==> src/rtl/i2csbf_pkg.sv <==
// Shared constants, types and helpers for the I2C slave with byte FIFOs.
package i2csbf_pkg;

    localparam int FIFO_ENTRIES = 16;
    localparam int ADDR_BITS    = 7;
    localparam int BYTE_BITS    = 8;
    localparam int PTR_W        = (FIFO_ENTRIES > 1) ? $clog2(FIFO_ENTRIES) : 1;
    localparam int CNT_W        = $clog2(FIFO_ENTRIES + 1);
    localparam int SUM_W        = CNT_W + 1;
    localparam int LEVEL_W      = 5;
    localparam int PHASE_W      = 3;
    localparam int BITS_W       = 4;

    typedef enum logic [2:0] {
        OP_PUSH  = 3'd0,
        OP_POP   = 3'd1,
        OP_FLUSH = 3'd2,
        OP_SCL   = 3'd3,
        OP_SDA   = 3'd4
    } op_t;

    typedef enum logic [5:0] {
        PH_IDLE = 6'b000001,
        PH_ADDR = 6'b000010,
        PH_RW   = 6'b000100,
        PH_ACK1 = 6'b001000,
        PH_DATA = 6'b010000,
        PH_ACK2 = 6'b100000
    } phase_t;

    localparam logic [PHASE_W-1:0] PHC_IDLE = 3'd0;
    localparam logic [PHASE_W-1:0] PHC_ADDR = 3'd1;
    localparam logic [PHASE_W-1:0] PHC_RW   = 3'd2;
    localparam logic [PHASE_W-1:0] PHC_ACK1 = 3'd3;
    localparam logic [PHASE_W-1:0] PHC_DATA = 3'd4;
    localparam logic [PHASE_W-1:0] PHC_ACK2 = 3'd5;

    // Status of one result beat, minus the popped byte.
    typedef struct packed {
        logic                 pop_pend;
        logic                 pull_low;
        logic                 rx_empty;
        logic                 rx_full;
        logic                 tx_empty;
        logic                 tx_full;
        logic [LEVEL_W-1:0]   rx_level;
        logic [LEVEL_W-1:0]   tx_level;
        logic [PHASE_W-1:0]   bus_phase;
    } res_t;

    function automatic logic [PHASE_W-1:0] phase_code(input phase_t ph);
        logic [PHASE_W-1:0] code;
        case (ph)
            PH_IDLE: code = PHC_IDLE;
            PH_ADDR: code = PHC_ADDR;
            PH_RW:   code = PHC_RW;
            PH_ACK1: code = PHC_ACK1;
            PH_DATA: code = PHC_DATA;
            PH_ACK2: code = PHC_ACK2;
            default: code = PHC_IDLE;
        endcase
        return code;
    endfunction

    // Slot at head + count, wrapped once; the slot is only written while count is below the depth.
    function automatic logic [PTR_W-1:0] ptr_wrap(input logic [PTR_W-1:0] head,
                                                  input logic [CNT_W-1:0] cnt);
        logic [SUM_W-1:0] sum;
        sum = SUM_W'(head) + SUM_W'(cnt);
        if (sum >= SUM_W'(FIFO_ENTRIES))
        begin
            sum = sum - SUM_W'(FIFO_ENTRIES);
        end
        return PTR_W'(sum);
    endfunction

    function automatic logic [PTR_W-1:0] ptr_inc(input logic [PTR_W-1:0] head);
        logic [PTR_W-1:0] nxt;
        if (head == PTR_W'(FIFO_ENTRIES - 1))
        begin
            nxt = '0;
        end
        else
        begin
            nxt = head + PTR_W'(1);
        end
        return nxt;
    endfunction

endpackage

==> src/rtl/i2c_slave_with_byte_fifos.sv <==
// I2C slave bus engine with TX and RX byte FIFOs held in synchronous memories.
//
// Every beat on the input channel is one event: a CPU push, a CPU pop, a flush,
// or a new SCL or SDA level (other codes change nothing); each gives exactly
// one result beat. One event is accepted per clock cycle unless in_stall is
// high. The FIFO memories have a registered read port, so the popped byte and a
// TX byte loaded for sending come from a read register, and an output register
// follows. A byte loaded for sending is forwarded from the read register to the
// next event, so line events may follow each other back to back. The FIFO
// memories are not cleared after reset; only written entries are ever read.
// own_address must be written through cfg_write and cfg_data while no event
// is in flight; the block itself does not enforce this.
module i2c_slave_with_byte_fifos
(
    input  logic        clk,
    input  logic        rst_n,
    input  logic        cfg_write,
    input  logic [6:0]  cfg_data,
    input  logic        in_valid,
    output logic        in_stall,
    input  logic [2:0]  operation,
    input  logic [7:0]  push_byte,
    input  logic        line_level,
    output logic        out_valid,
    input  logic        out_stall,
    output logic [7:0]  popped_byte,
    output logic        sda_pull_low,
    output logic        rx_empty,
    output logic        rx_full,
    output logic        tx_empty,
    output logic        tx_full,
    output logic [4:0]  rx_level,
    output logic [4:0]  tx_level,
    output logic [2:0]  bus_phase
);

    localparam int PTR_W  = i2csbf_pkg::PTR_W;
    localparam int CNT_W  = i2csbf_pkg::CNT_W;
    localparam int BITS_W = i2csbf_pkg::BITS_W;

    // FIFO memories
    logic [7:0] tx_mem [i2csbf_pkg::FIFO_ENTRIES];
    logic [7:0] rx_mem [i2csbf_pkg::FIFO_ENTRIES];
    logic [7:0] tx_rd_reg;
    logic [7:0] rx_rd_reg;

    logic             tx_we, tx_re, rx_we, rx_re;
    logic [PTR_W-1:0] tx_waddr, tx_raddr, rx_waddr, rx_raddr;
    logic [7:0]       rx_wdata;

    // Control state
    logic [6:0]             own_address_reg;
    logic [CNT_W-1:0]       tx_count_reg, tx_count_next;
    logic [CNT_W-1:0]       rx_count_reg, rx_count_next;
    logic [PTR_W-1:0]       tx_head_reg, tx_head_next;
    logic [PTR_W-1:0]       rx_head_reg, rx_head_next;
    i2csbf_pkg::phase_t     phase_reg, phase_next;
    logic [7:0]             shift_byte_reg, shift_byte_next, shift_eff;
    logic                   tx_pend_reg, tx_pend_next;
    logic [BITS_W-1:0]      bits_left_reg, bits_left_next;
    logic [6:0]             heard_address_reg, heard_address_next;
    logic                   is_read_reg, is_read_next;
    logic                   scl_seen_reg, scl_seen_next;
    logic                   sda_seen_reg, sda_seen_next;
    logic                   drive_low_reg, drive_low_next;

    // Result pipeline
    logic               s1_valid_reg, s1_valid_next;
    i2csbf_pkg::res_t   s1_res_reg, s1_res_next;
    logic               out_valid_reg, out_valid_next;
    i2csbf_pkg::res_t   out_res_reg;
    logic [7:0]         out_byte_reg;

    logic accept, s1_move, pop_pend;

    assign s1_move  = s1_valid_reg && (!out_valid_reg || !out_stall);
    assign in_stall = s1_valid_reg && out_valid_reg && out_stall;
    assign accept   = in_valid && !in_stall;

    // A TX byte read last beat is still in the read register
    assign shift_eff = tx_pend_reg ? tx_rd_reg : shift_byte_reg;

    always_comb
    begin
        tx_count_next      = tx_count_reg;
        rx_count_next      = rx_count_reg;
        tx_head_next       = tx_head_reg;
        rx_head_next       = rx_head_reg;
        phase_next         = phase_reg;
        shift_byte_next    = shift_byte_reg;
        tx_pend_next       = tx_pend_reg;
        bits_left_next     = bits_left_reg;
        heard_address_next = heard_address_reg;
        is_read_next       = is_read_reg;
        scl_seen_next      = scl_seen_reg;
        sda_seen_next      = sda_seen_reg;
        drive_low_next     = drive_low_reg;
        tx_we              = 1'b0;
        tx_re              = 1'b0;
        rx_we              = 1'b0;
        rx_re              = 1'b0;
        tx_waddr           = i2csbf_pkg::ptr_wrap(tx_head_reg, tx_count_reg);
        rx_waddr           = i2csbf_pkg::ptr_wrap(rx_head_reg, rx_count_reg);
        tx_raddr           = tx_head_reg;
        rx_raddr           = rx_head_reg;
        rx_wdata           = shift_eff;
        pop_pend           = 1'b0;

        if (accept)
        begin
            shift_byte_next = shift_eff;
            tx_pend_next    = 1'b0;
            case (operation)
                i2csbf_pkg::OP_PUSH:
                begin
                    if (tx_count_reg < CNT_W'(i2csbf_pkg::FIFO_ENTRIES))
                    begin
                        tx_we         = 1'b1;
                        tx_count_next = tx_count_reg + CNT_W'(1);
                    end
                end
                i2csbf_pkg::OP_POP:
                begin
                    if (rx_count_reg != '0)
                    begin
                        rx_re         = 1'b1;
                        pop_pend      = 1'b1;
                        rx_head_next  = i2csbf_pkg::ptr_inc(rx_head_reg);
                        rx_count_next = rx_count_reg - CNT_W'(1);
                    end
                end
                i2csbf_pkg::OP_FLUSH:
                begin
                    tx_count_next = '0;
                    rx_count_next = '0;
                    tx_head_next  = '0;
                    rx_head_next  = '0;
                end
                i2csbf_pkg::OP_SCL:
                begin
                    scl_seen_next = line_level;
                    if (!scl_seen_reg && line_level)
                    begin
                        case (phase_reg)
                            i2csbf_pkg::PH_ADDR:
                            begin
                                heard_address_next = {heard_address_reg[5:0], sda_seen_reg};
                                bits_left_next     = bits_left_reg - BITS_W'(1);
                                if (bits_left_next == '0)
                                begin
                                    phase_next = i2csbf_pkg::PH_RW;
                                end
                            end
                            i2csbf_pkg::PH_RW:
                            begin
                                is_read_next = sda_seen_reg;
                                phase_next   = (heard_address_reg == own_address_reg) ?
                                               i2csbf_pkg::PH_ACK1 : i2csbf_pkg::PH_IDLE;
                            end
                            i2csbf_pkg::PH_DATA:
                            begin
                                if (!is_read_reg)
                                begin
                                    shift_byte_next = {shift_eff[6:0], sda_seen_reg};
                                    bits_left_next  = bits_left_reg - BITS_W'(1);
                                    if (bits_left_next == '0)
                                    begin
                                        rx_wdata   = shift_byte_next;
                                        phase_next = i2csbf_pkg::PH_ACK2;
                                        if (rx_count_reg < CNT_W'(i2csbf_pkg::FIFO_ENTRIES))
                                        begin
                                            rx_we         = 1'b1;
                                            rx_count_next = rx_count_reg + CNT_W'(1);
                                        end
                                    end
                                end
                                else if (bits_left_reg == '0)
                                begin
                                    phase_next = i2csbf_pkg::PH_ACK2;
                                end
                            end
                            i2csbf_pkg::PH_ACK1, i2csbf_pkg::PH_ACK2:
                            begin
                                // Master NACK after a read byte ends the transfer
                                if (phase_reg == i2csbf_pkg::PH_ACK2 && is_read_reg &&
                                    sda_seen_reg)
                                begin
                                    phase_next = i2csbf_pkg::PH_IDLE;
                                end
                                else
                                begin
                                    phase_next      = i2csbf_pkg::PH_DATA;
                                    bits_left_next  = BITS_W'(i2csbf_pkg::BYTE_BITS);
                                    shift_byte_next = '0;
                                    if (is_read_reg && tx_count_reg != '0)
                                    begin
                                        tx_re         = 1'b1;
                                        tx_pend_next  = 1'b1;
                                        tx_head_next  = i2csbf_pkg::ptr_inc(tx_head_reg);
                                        tx_count_next = tx_count_reg - CNT_W'(1);
                                    end
                                end
                            end
                            default:
                            begin
                            end
                        endcase
                    end
                    else if (scl_seen_reg && !line_level)
                    begin
                        if (phase_reg == i2csbf_pkg::PH_DATA && is_read_reg)
                        begin
                            if (bits_left_reg != '0)
                            begin
                                bits_left_next = bits_left_reg - BITS_W'(1);
                                drive_low_next = ~shift_eff[bits_left_next[2:0]];
                            end
                        end
                        else if (phase_reg == i2csbf_pkg::PH_ACK1)
                        begin
                            drive_low_next = 1'b1;
                        end
                        else if (phase_reg == i2csbf_pkg::PH_ACK2)
                        begin
                            drive_low_next = !is_read_reg;
                        end
                        else
                        begin
                            drive_low_next = 1'b0;
                        end
                    end
                end
                i2csbf_pkg::OP_SDA:
                begin
                    sda_seen_next = line_level;
                    if (scl_seen_reg)
                    begin
                        if (!sda_seen_reg && line_level)
                        begin
                            // STOP
                            phase_next     = i2csbf_pkg::PH_IDLE;
                            drive_low_next = 1'b0;
                        end
                        else if (sda_seen_reg && !line_level)
                        begin
                            // START
                            heard_address_next = '0;
                            shift_byte_next    = '0;
                            bits_left_next     = BITS_W'(i2csbf_pkg::ADDR_BITS);
                            is_read_next       = 1'b0;
                            phase_next         = i2csbf_pkg::PH_ADDR;
                        end
                    end
                end
                default:
                begin
                end
            endcase
        end
    end

    always_comb
    begin
        s1_res_next.pop_pend  = pop_pend;
        s1_res_next.pull_low  = drive_low_next;
        s1_res_next.rx_empty  = (rx_count_next == '0);
        s1_res_next.rx_full   = (rx_count_next >= CNT_W'(i2csbf_pkg::FIFO_ENTRIES));
        s1_res_next.tx_empty  = (tx_count_next == '0);
        s1_res_next.tx_full   = (tx_count_next >= CNT_W'(i2csbf_pkg::FIFO_ENTRIES));
        s1_res_next.rx_level  = i2csbf_pkg::LEVEL_W'(rx_count_next);
        s1_res_next.tx_level  = i2csbf_pkg::LEVEL_W'(tx_count_next);
        s1_res_next.bus_phase = i2csbf_pkg::phase_code(phase_next);
        s1_valid_next         = accept || (s1_valid_reg && !s1_move);
        out_valid_next        = s1_move || (out_valid_reg && out_stall);
    end

    always_ff @(posedge clk)
    begin
        if (tx_we)
        begin
            tx_mem[tx_waddr] <= push_byte;
        end
        if (tx_re)
        begin
            tx_rd_reg <= tx_mem[tx_raddr];
        end
    end

    always_ff @(posedge clk)
    begin
        if (rx_we)
        begin
            rx_mem[rx_waddr] <= rx_wdata;
        end
        if (rx_re)
        begin
            rx_rd_reg <= rx_mem[rx_raddr];
        end
    end

    always_ff @(posedge clk or negedge rst_n)
    begin
        if (!rst_n)
        begin
            own_address_reg   <= '0;
            tx_count_reg      <= '0;
            rx_count_reg      <= '0;
            tx_head_reg       <= '0;
            rx_head_reg       <= '0;
            phase_reg         <= i2csbf_pkg::PH_IDLE;
            shift_byte_reg    <= '0;
            tx_pend_reg       <= 1'b0;
            bits_left_reg     <= '0;
            heard_address_reg <= '0;
            is_read_reg       <= 1'b0;
            scl_seen_reg      <= 1'b1;
            sda_seen_reg      <= 1'b1;
            drive_low_reg     <= 1'b0;
            s1_valid_reg      <= 1'b0;
            out_valid_reg     <= 1'b0;
        end
        else
        begin
            if (cfg_write)
            begin
                own_address_reg <= cfg_data;
            end
            tx_count_reg      <= tx_count_next;
            rx_count_reg      <= rx_count_next;
            tx_head_reg       <= tx_head_next;
            rx_head_reg       <= rx_head_next;
            phase_reg         <= phase_next;
            shift_byte_reg    <= shift_byte_next;
            tx_pend_reg       <= tx_pend_next;
            bits_left_reg     <= bits_left_next;
            heard_address_reg <= heard_address_next;
            is_read_reg       <= is_read_next;
            scl_seen_reg      <= scl_seen_next;
            sda_seen_reg      <= sda_seen_next;
            drive_low_reg     <= drive_low_next;
            s1_valid_reg      <= s1_valid_next;
            out_valid_reg     <= out_valid_next;
        end
    end

    // Payload registers: load on advance, hold otherwise
    always_ff @(posedge clk)
    begin
        if (accept)
        begin
            s1_res_reg <= s1_res_next;
        end
        if (s1_move)
        begin
            out_res_reg  <= s1_res_reg;
            out_byte_reg <= s1_res_reg.pop_pend ? rx_rd_reg : 8'd0;
        end
    end

    assign out_valid    = out_valid_reg;
    assign popped_byte  = out_byte_reg;
    assign sda_pull_low = out_res_reg.pull_low;
    assign rx_empty     = out_res_reg.rx_empty;
    assign rx_full      = out_res_reg.rx_full;
    assign tx_empty     = out_res_reg.tx_empty;
    assign tx_full      = out_res_reg.tx_full;
    assign rx_level     = out_res_reg.rx_level;
    assign tx_level     = out_res_reg.tx_level;
    assign bus_phase    = out_res_reg.bus_phase;

    a_count_bound: assert property (@(posedge clk) disable iff (!rst_n)
        (tx_count_reg <= CNT_W'(i2csbf_pkg::FIFO_ENTRIES)) &&
        (rx_count_reg <= CNT_W'(i2csbf_pkg::FIFO_ENTRIES)))
        else $error("FIFO count beyond depth");

    a_stall_cause: assert property (@(posedge clk) disable iff (!rst_n)
        in_stall |-> (s1_valid_reg && out_valid_reg))
        else $error("input stalled with room in the result pipeline");

    a_take_phase: assert property (@(posedge clk) disable iff (!rst_n)
        tx_pend_reg |-> (phase_reg == i2csbf_pkg::PH_DATA && is_read_reg))
        else $error("TX byte loaded outside a read data phase");

    // The loaded byte waits in the read register until the next accepted beat
    a_take_accept: assert property (@(posedge clk) disable iff (!rst_n)
        tx_pend_reg |-> $past(accept || tx_pend_reg))
        else $error("TX read pending without an accepted beat");

endmodule

==> config.mk <==
export PLATFORM = sky130hd
export DESIGN_NAME = i2c_slave_with_byte_fifos
export DESIGN_NICKNAME = d
export VERILOG_FILES = /design/src/rtl/i2csbf_pkg.sv /design/src/rtl/i2c_slave_with_byte_fifos.sv
export SDC_FILE = /design/constraint.sdc
export NUM_CORES = 1
export LEC_CHECK = 0
export BUFFER_PORTS_ARGS = -buffer_cell sky130_fd_sc_hd__buf_2
export CAP_MARGIN = 20
export CORE_ASPECT_RATIO = 0.8
export CORE_MARGIN = 2
export CORE_UTILIZATION = 60
export DETAILED_ROUTE_END_ITERATION = 8
export PLACE_DENSITY = 0.74
export SKIP_LAST_GASP = 1
export SLEW_MARGIN = 20
export SYNTH_ARGS = -nofsm -noshare
export SYNTH_HDL_FRONTEND = slang
export SYNTH_SLANG_ARGS = --single-unit
==> constraint.sdc <==
create_clock -name clk -period 6.8 [get_ports clk]
set_clock_uncertainty 0.1 [all_clocks]
set_input_delay 0.68 -clock clk [delete_from_list [all_inputs] [get_ports clk]]
set_output_delay 0.68 -clock clk [all_outputs]
set_load 0.05 [all_outputs]
==> run summary <==
===================================================================================
Result of the run                                                      complete, no violations
Worst setup EP type                                                            flop
Post-synth design cell area                                               15900 um2
Highest achievable clock rate                                               244 MHz
Critical Path Slowest Stage Cell                                             nor3_1
Nets in the synthesized netlist                                                1070
Antenna cells                                                                     0
HPWL Detailed                                                               20.4 mm
Number of gates resized after cts                                                 0
Total Die Area                                                            27900 um2
Net count reported at finish                                                   1123
Depth of the worst register-to-register path                                      8
Number of detailed-route iterations in the first pass                             5
Floorplan core area                                                       26200 um2
Max Slew Vio Count                                                                0
Insertion delay of the later-clocked pin in the worst-skew pair             0.52 ns
Wire length of the first global-routing pass                                49.4 mm
Type of origin of the critical path                                            flop
Initial Util                                                                  60.8%
Post-cts hold buffer count                                                        0
Largest net degree at the start of global routing                                58
Total instance count after detailed placement                                  1398
Share of synthesized registers carrying an async set or reset                 15.4%
Number of global-route vias before repair                                      8555
Number of antenna violations at the first check in global routing                 0
Destination of the worst register-to-register timing path              rx_mem[8][3]
Overall routed net length                                                   32.1 mm
Die Span Y                                                                   150 um
Post-synthesis area per instance                                           15.5 um2
Area used by sequential logic in the layout                               10800 um2
Critical setup path kind                                                 reg -> reg
RSZ-0062 raised after global routing                                          false
Post-DR vias/cell                                                              6.27
MaxCap Viol Count                                                                 0
Leading register cell type out of synthesis                                edfxtp_1
Final total negative setup slack                                               0 ns
Crit path from                                                         phase_reg[4]
Maximum fanout encountered on the critical timing path                           11
# port buffers                                                                   51
Relative slew slack                                                           25.0%
Crit path capture                                                      rx_mem[8][3]
Critical path cell sequence                                            nor3b_1 > nand4_1 > or2_2 > nor3_1 > buf_4 > nor3b_1 > nand2_1 > nor3_1
Number of failing setup endpoints in the final timing report                      0
Clock tree from TritonCTS                                                       yes
Master cell of the clock root buffer                                      clkbuf_16
Max rail drop VDD                                                          0.226 mV
Overall overflow remaining after global route                                     0
Worst slew pin tran                                                         1.12 ns
Final Wtd Congestion                                                          0.859
Routed wirelength normalized by instance count                              21.9 um
Power per unit of standard cell area                                     313 nW/um2
Data arrival time of the critical path                                      4.12 ns
Sinks on Clock Net                                                              370
Period utilization                                                            60.2%
Fin crit period                                                             4.09 ns
Post-placement worst setup slack                                            2.44 ns
Worst reg-to-reg setup slack                                                2.71 ns
Gate Count Post-Synth                                                          1028
Number of hold violations in the final report                                     0
Sequential share of the synthesized area                                      68.0%
Worst Slack Setup Final                                                     2.71 ns
Launching point of the worst reg2reg path                              phase_reg[4]
Synthesis-stage register bit count                                              370
Rows                                                                             53
Longest Clk Path Bufs                                                             3
CTS HTree Levels                                                                  2
Total number of vias                                                           9183
Number of enable-type register cells in the synthesized netlist                 313
Fraction of layout cells with a size suffix above 1                           19.8%
Yosys warnings                                                                    0
CP max stage delay                                                          0.85 ns
Die X                                                                        186 um
Post-route ant nets                                                               0
Multi-input gate area in the final layout                                  4750 um2
Setup fix buffers added after clock tree synthesis                                0
Classification of the worst-slack hold path                             in -> async
Starting DRC count in detailed routing                                         1092
Combined global-route utilization of all metal layers                         23.7%
Static Leak                                                                 6.06 nW
Filler cell count in the final layout                                          1739
TritonCTS buffer count                                                           36
Signed area change from the synthesized netlist to the final layout           10.9%
Total I/O pin count                                                              52
Number of design rule violations left after detail routing                        0
Worst Path Required                                                         6.83 ns
Clock-pin slew on the worst setup and hold paths                            0.06 ns
Synth unique cells                                                               79
Count of placed standard cells in the final layout, fillers left out           1465
===================================================================================
## worst max-delay path, delay by kind of cell, from the launching register on
| kind | cells | cell delay [ns] |
|---|---|---|
| flops | 1 | 0.51 |
| simple gates | 7 | 2.82 |
| buf+inv | 1 | 0.25 |
## worst min-delay path by stage
stage | start | end | slack [ns] | cells after the start
2_1_floorplan | rst_n | bits_left_reg[0] | 0.28 | 0
3_3_place_gp | s1_res_reg[5] | tx_level[2] | 0.30 | 0
3_5_place_dp | s1_res_reg[10] | rx_level[2] | 0.30 | 0
4_1_cts | rst_n | rx_head_reg[3] | 0.23 | 2
5_1_grt | rst_n | phase_reg[5] | 0.28 | 2
6_report | rst_n | phase_reg[1] | 0.21 | 2
## power breakdown
group	leakage, nW	switching (mW)	internal, mW
sequential	3.59	0.111	2.64
combinational	1.92	0.547	0.314
clock	0.552	0.809	1.11
total	6.06	1.47	4.07
## logic make-up after synthesis
logic type / share of synthesized area, %
XOR/XNOR: 1.21
AO/OA/AOI/OAI: 7.26
AND/OR/NAND/NOR: 7.51
buffers and inverters: 2.39
multiplexers: 12.2
adder cells (fa/ha/maj): 1.51
flip-flops: 68.0
## routing by layer
metal / vias up / global-route usage (%) / part of all wire [%]
li1: 4141 / - / -
met1: 4595 / 38.3 / 46
met2: 401 / 34.3 / 45
met3: 46 / 3.41 / 7.6
met4: 0 / 6.10 / 1.5
met5: - / 0 / 0
## stage by stage
step | area [um2] | hold WS, ns | power [mW] | utilization [%]
global placement | 16500 | 0.301 | 3.63 | 63.0
finish | 17700 | 0.211 | 5.54 | 67.5
detailed placement | 16500 | 0.305 | 3.64 | 63.0
floorplan | 15900 | 0.284 | 3.37 | -
CTS | 17600 | 0.228 | 5.55 | 67.3
global route | 17700 | 0.280 | 5.75 | 67.5
## cells in the final DEF (no fill, tap or decap), types with 10 or more instances in the layout
cell type	synthesis	layout
a22oi_1	10	10
a21oi_1	34	34
o21ai_0	60	60
clkinv_1	1	10
dfrtp_1	54	52
nor2_1	58	58
clkbuf_16	0	37
mux2i_1	44	42
buf_4	3	16
buf_2	7	51
ha_1	16	16
edfxtp_1	313	313
nand3_1	16	16
and2_1	10	10
mux2_2	17	17
inv_1	30	30
mux4_2	58	58
nor3_1	20	18
nand2_1	64	64
xnor2_1	13	13
## cell usage after synthesis, types with 13 or more instances
master | n | share of area, %
edfxtp_1 | 313 | 59
nand3_1 | 16 | 0.50
a21oi_1 | 34 | 1.1
nand2_1 | 64 | 1.5
nor3_1 | 20 | 0.63
mux2_2 | 17 | 1.2
nor2_1 | 58 | 1.4
inv_1 | 30 | 0.71
ha_1 | 16 | 1.3
mux2i_1 | 44 | 2.8
clkbuf_1 | 35 | 0.82
o21ai_0 | 60 | 1.9
mux4_2 | 58 | 8.2
xnor2_1 | 13 | 0.71
dfrtp_1 | 54 | 8.5
## area by class of cell
class | instances | share of cell area, %
clock buffer | 46 | 5.43
clock inverter | 19 | 0.963
inverter | 31 | 0.659
multi-input combinational | 573 | 26.9
sequential | 370 | 61.3
tap | 357 | 2.53
timing repair buffer | 69 | 2.22
(Power assumes the default switching activity.)
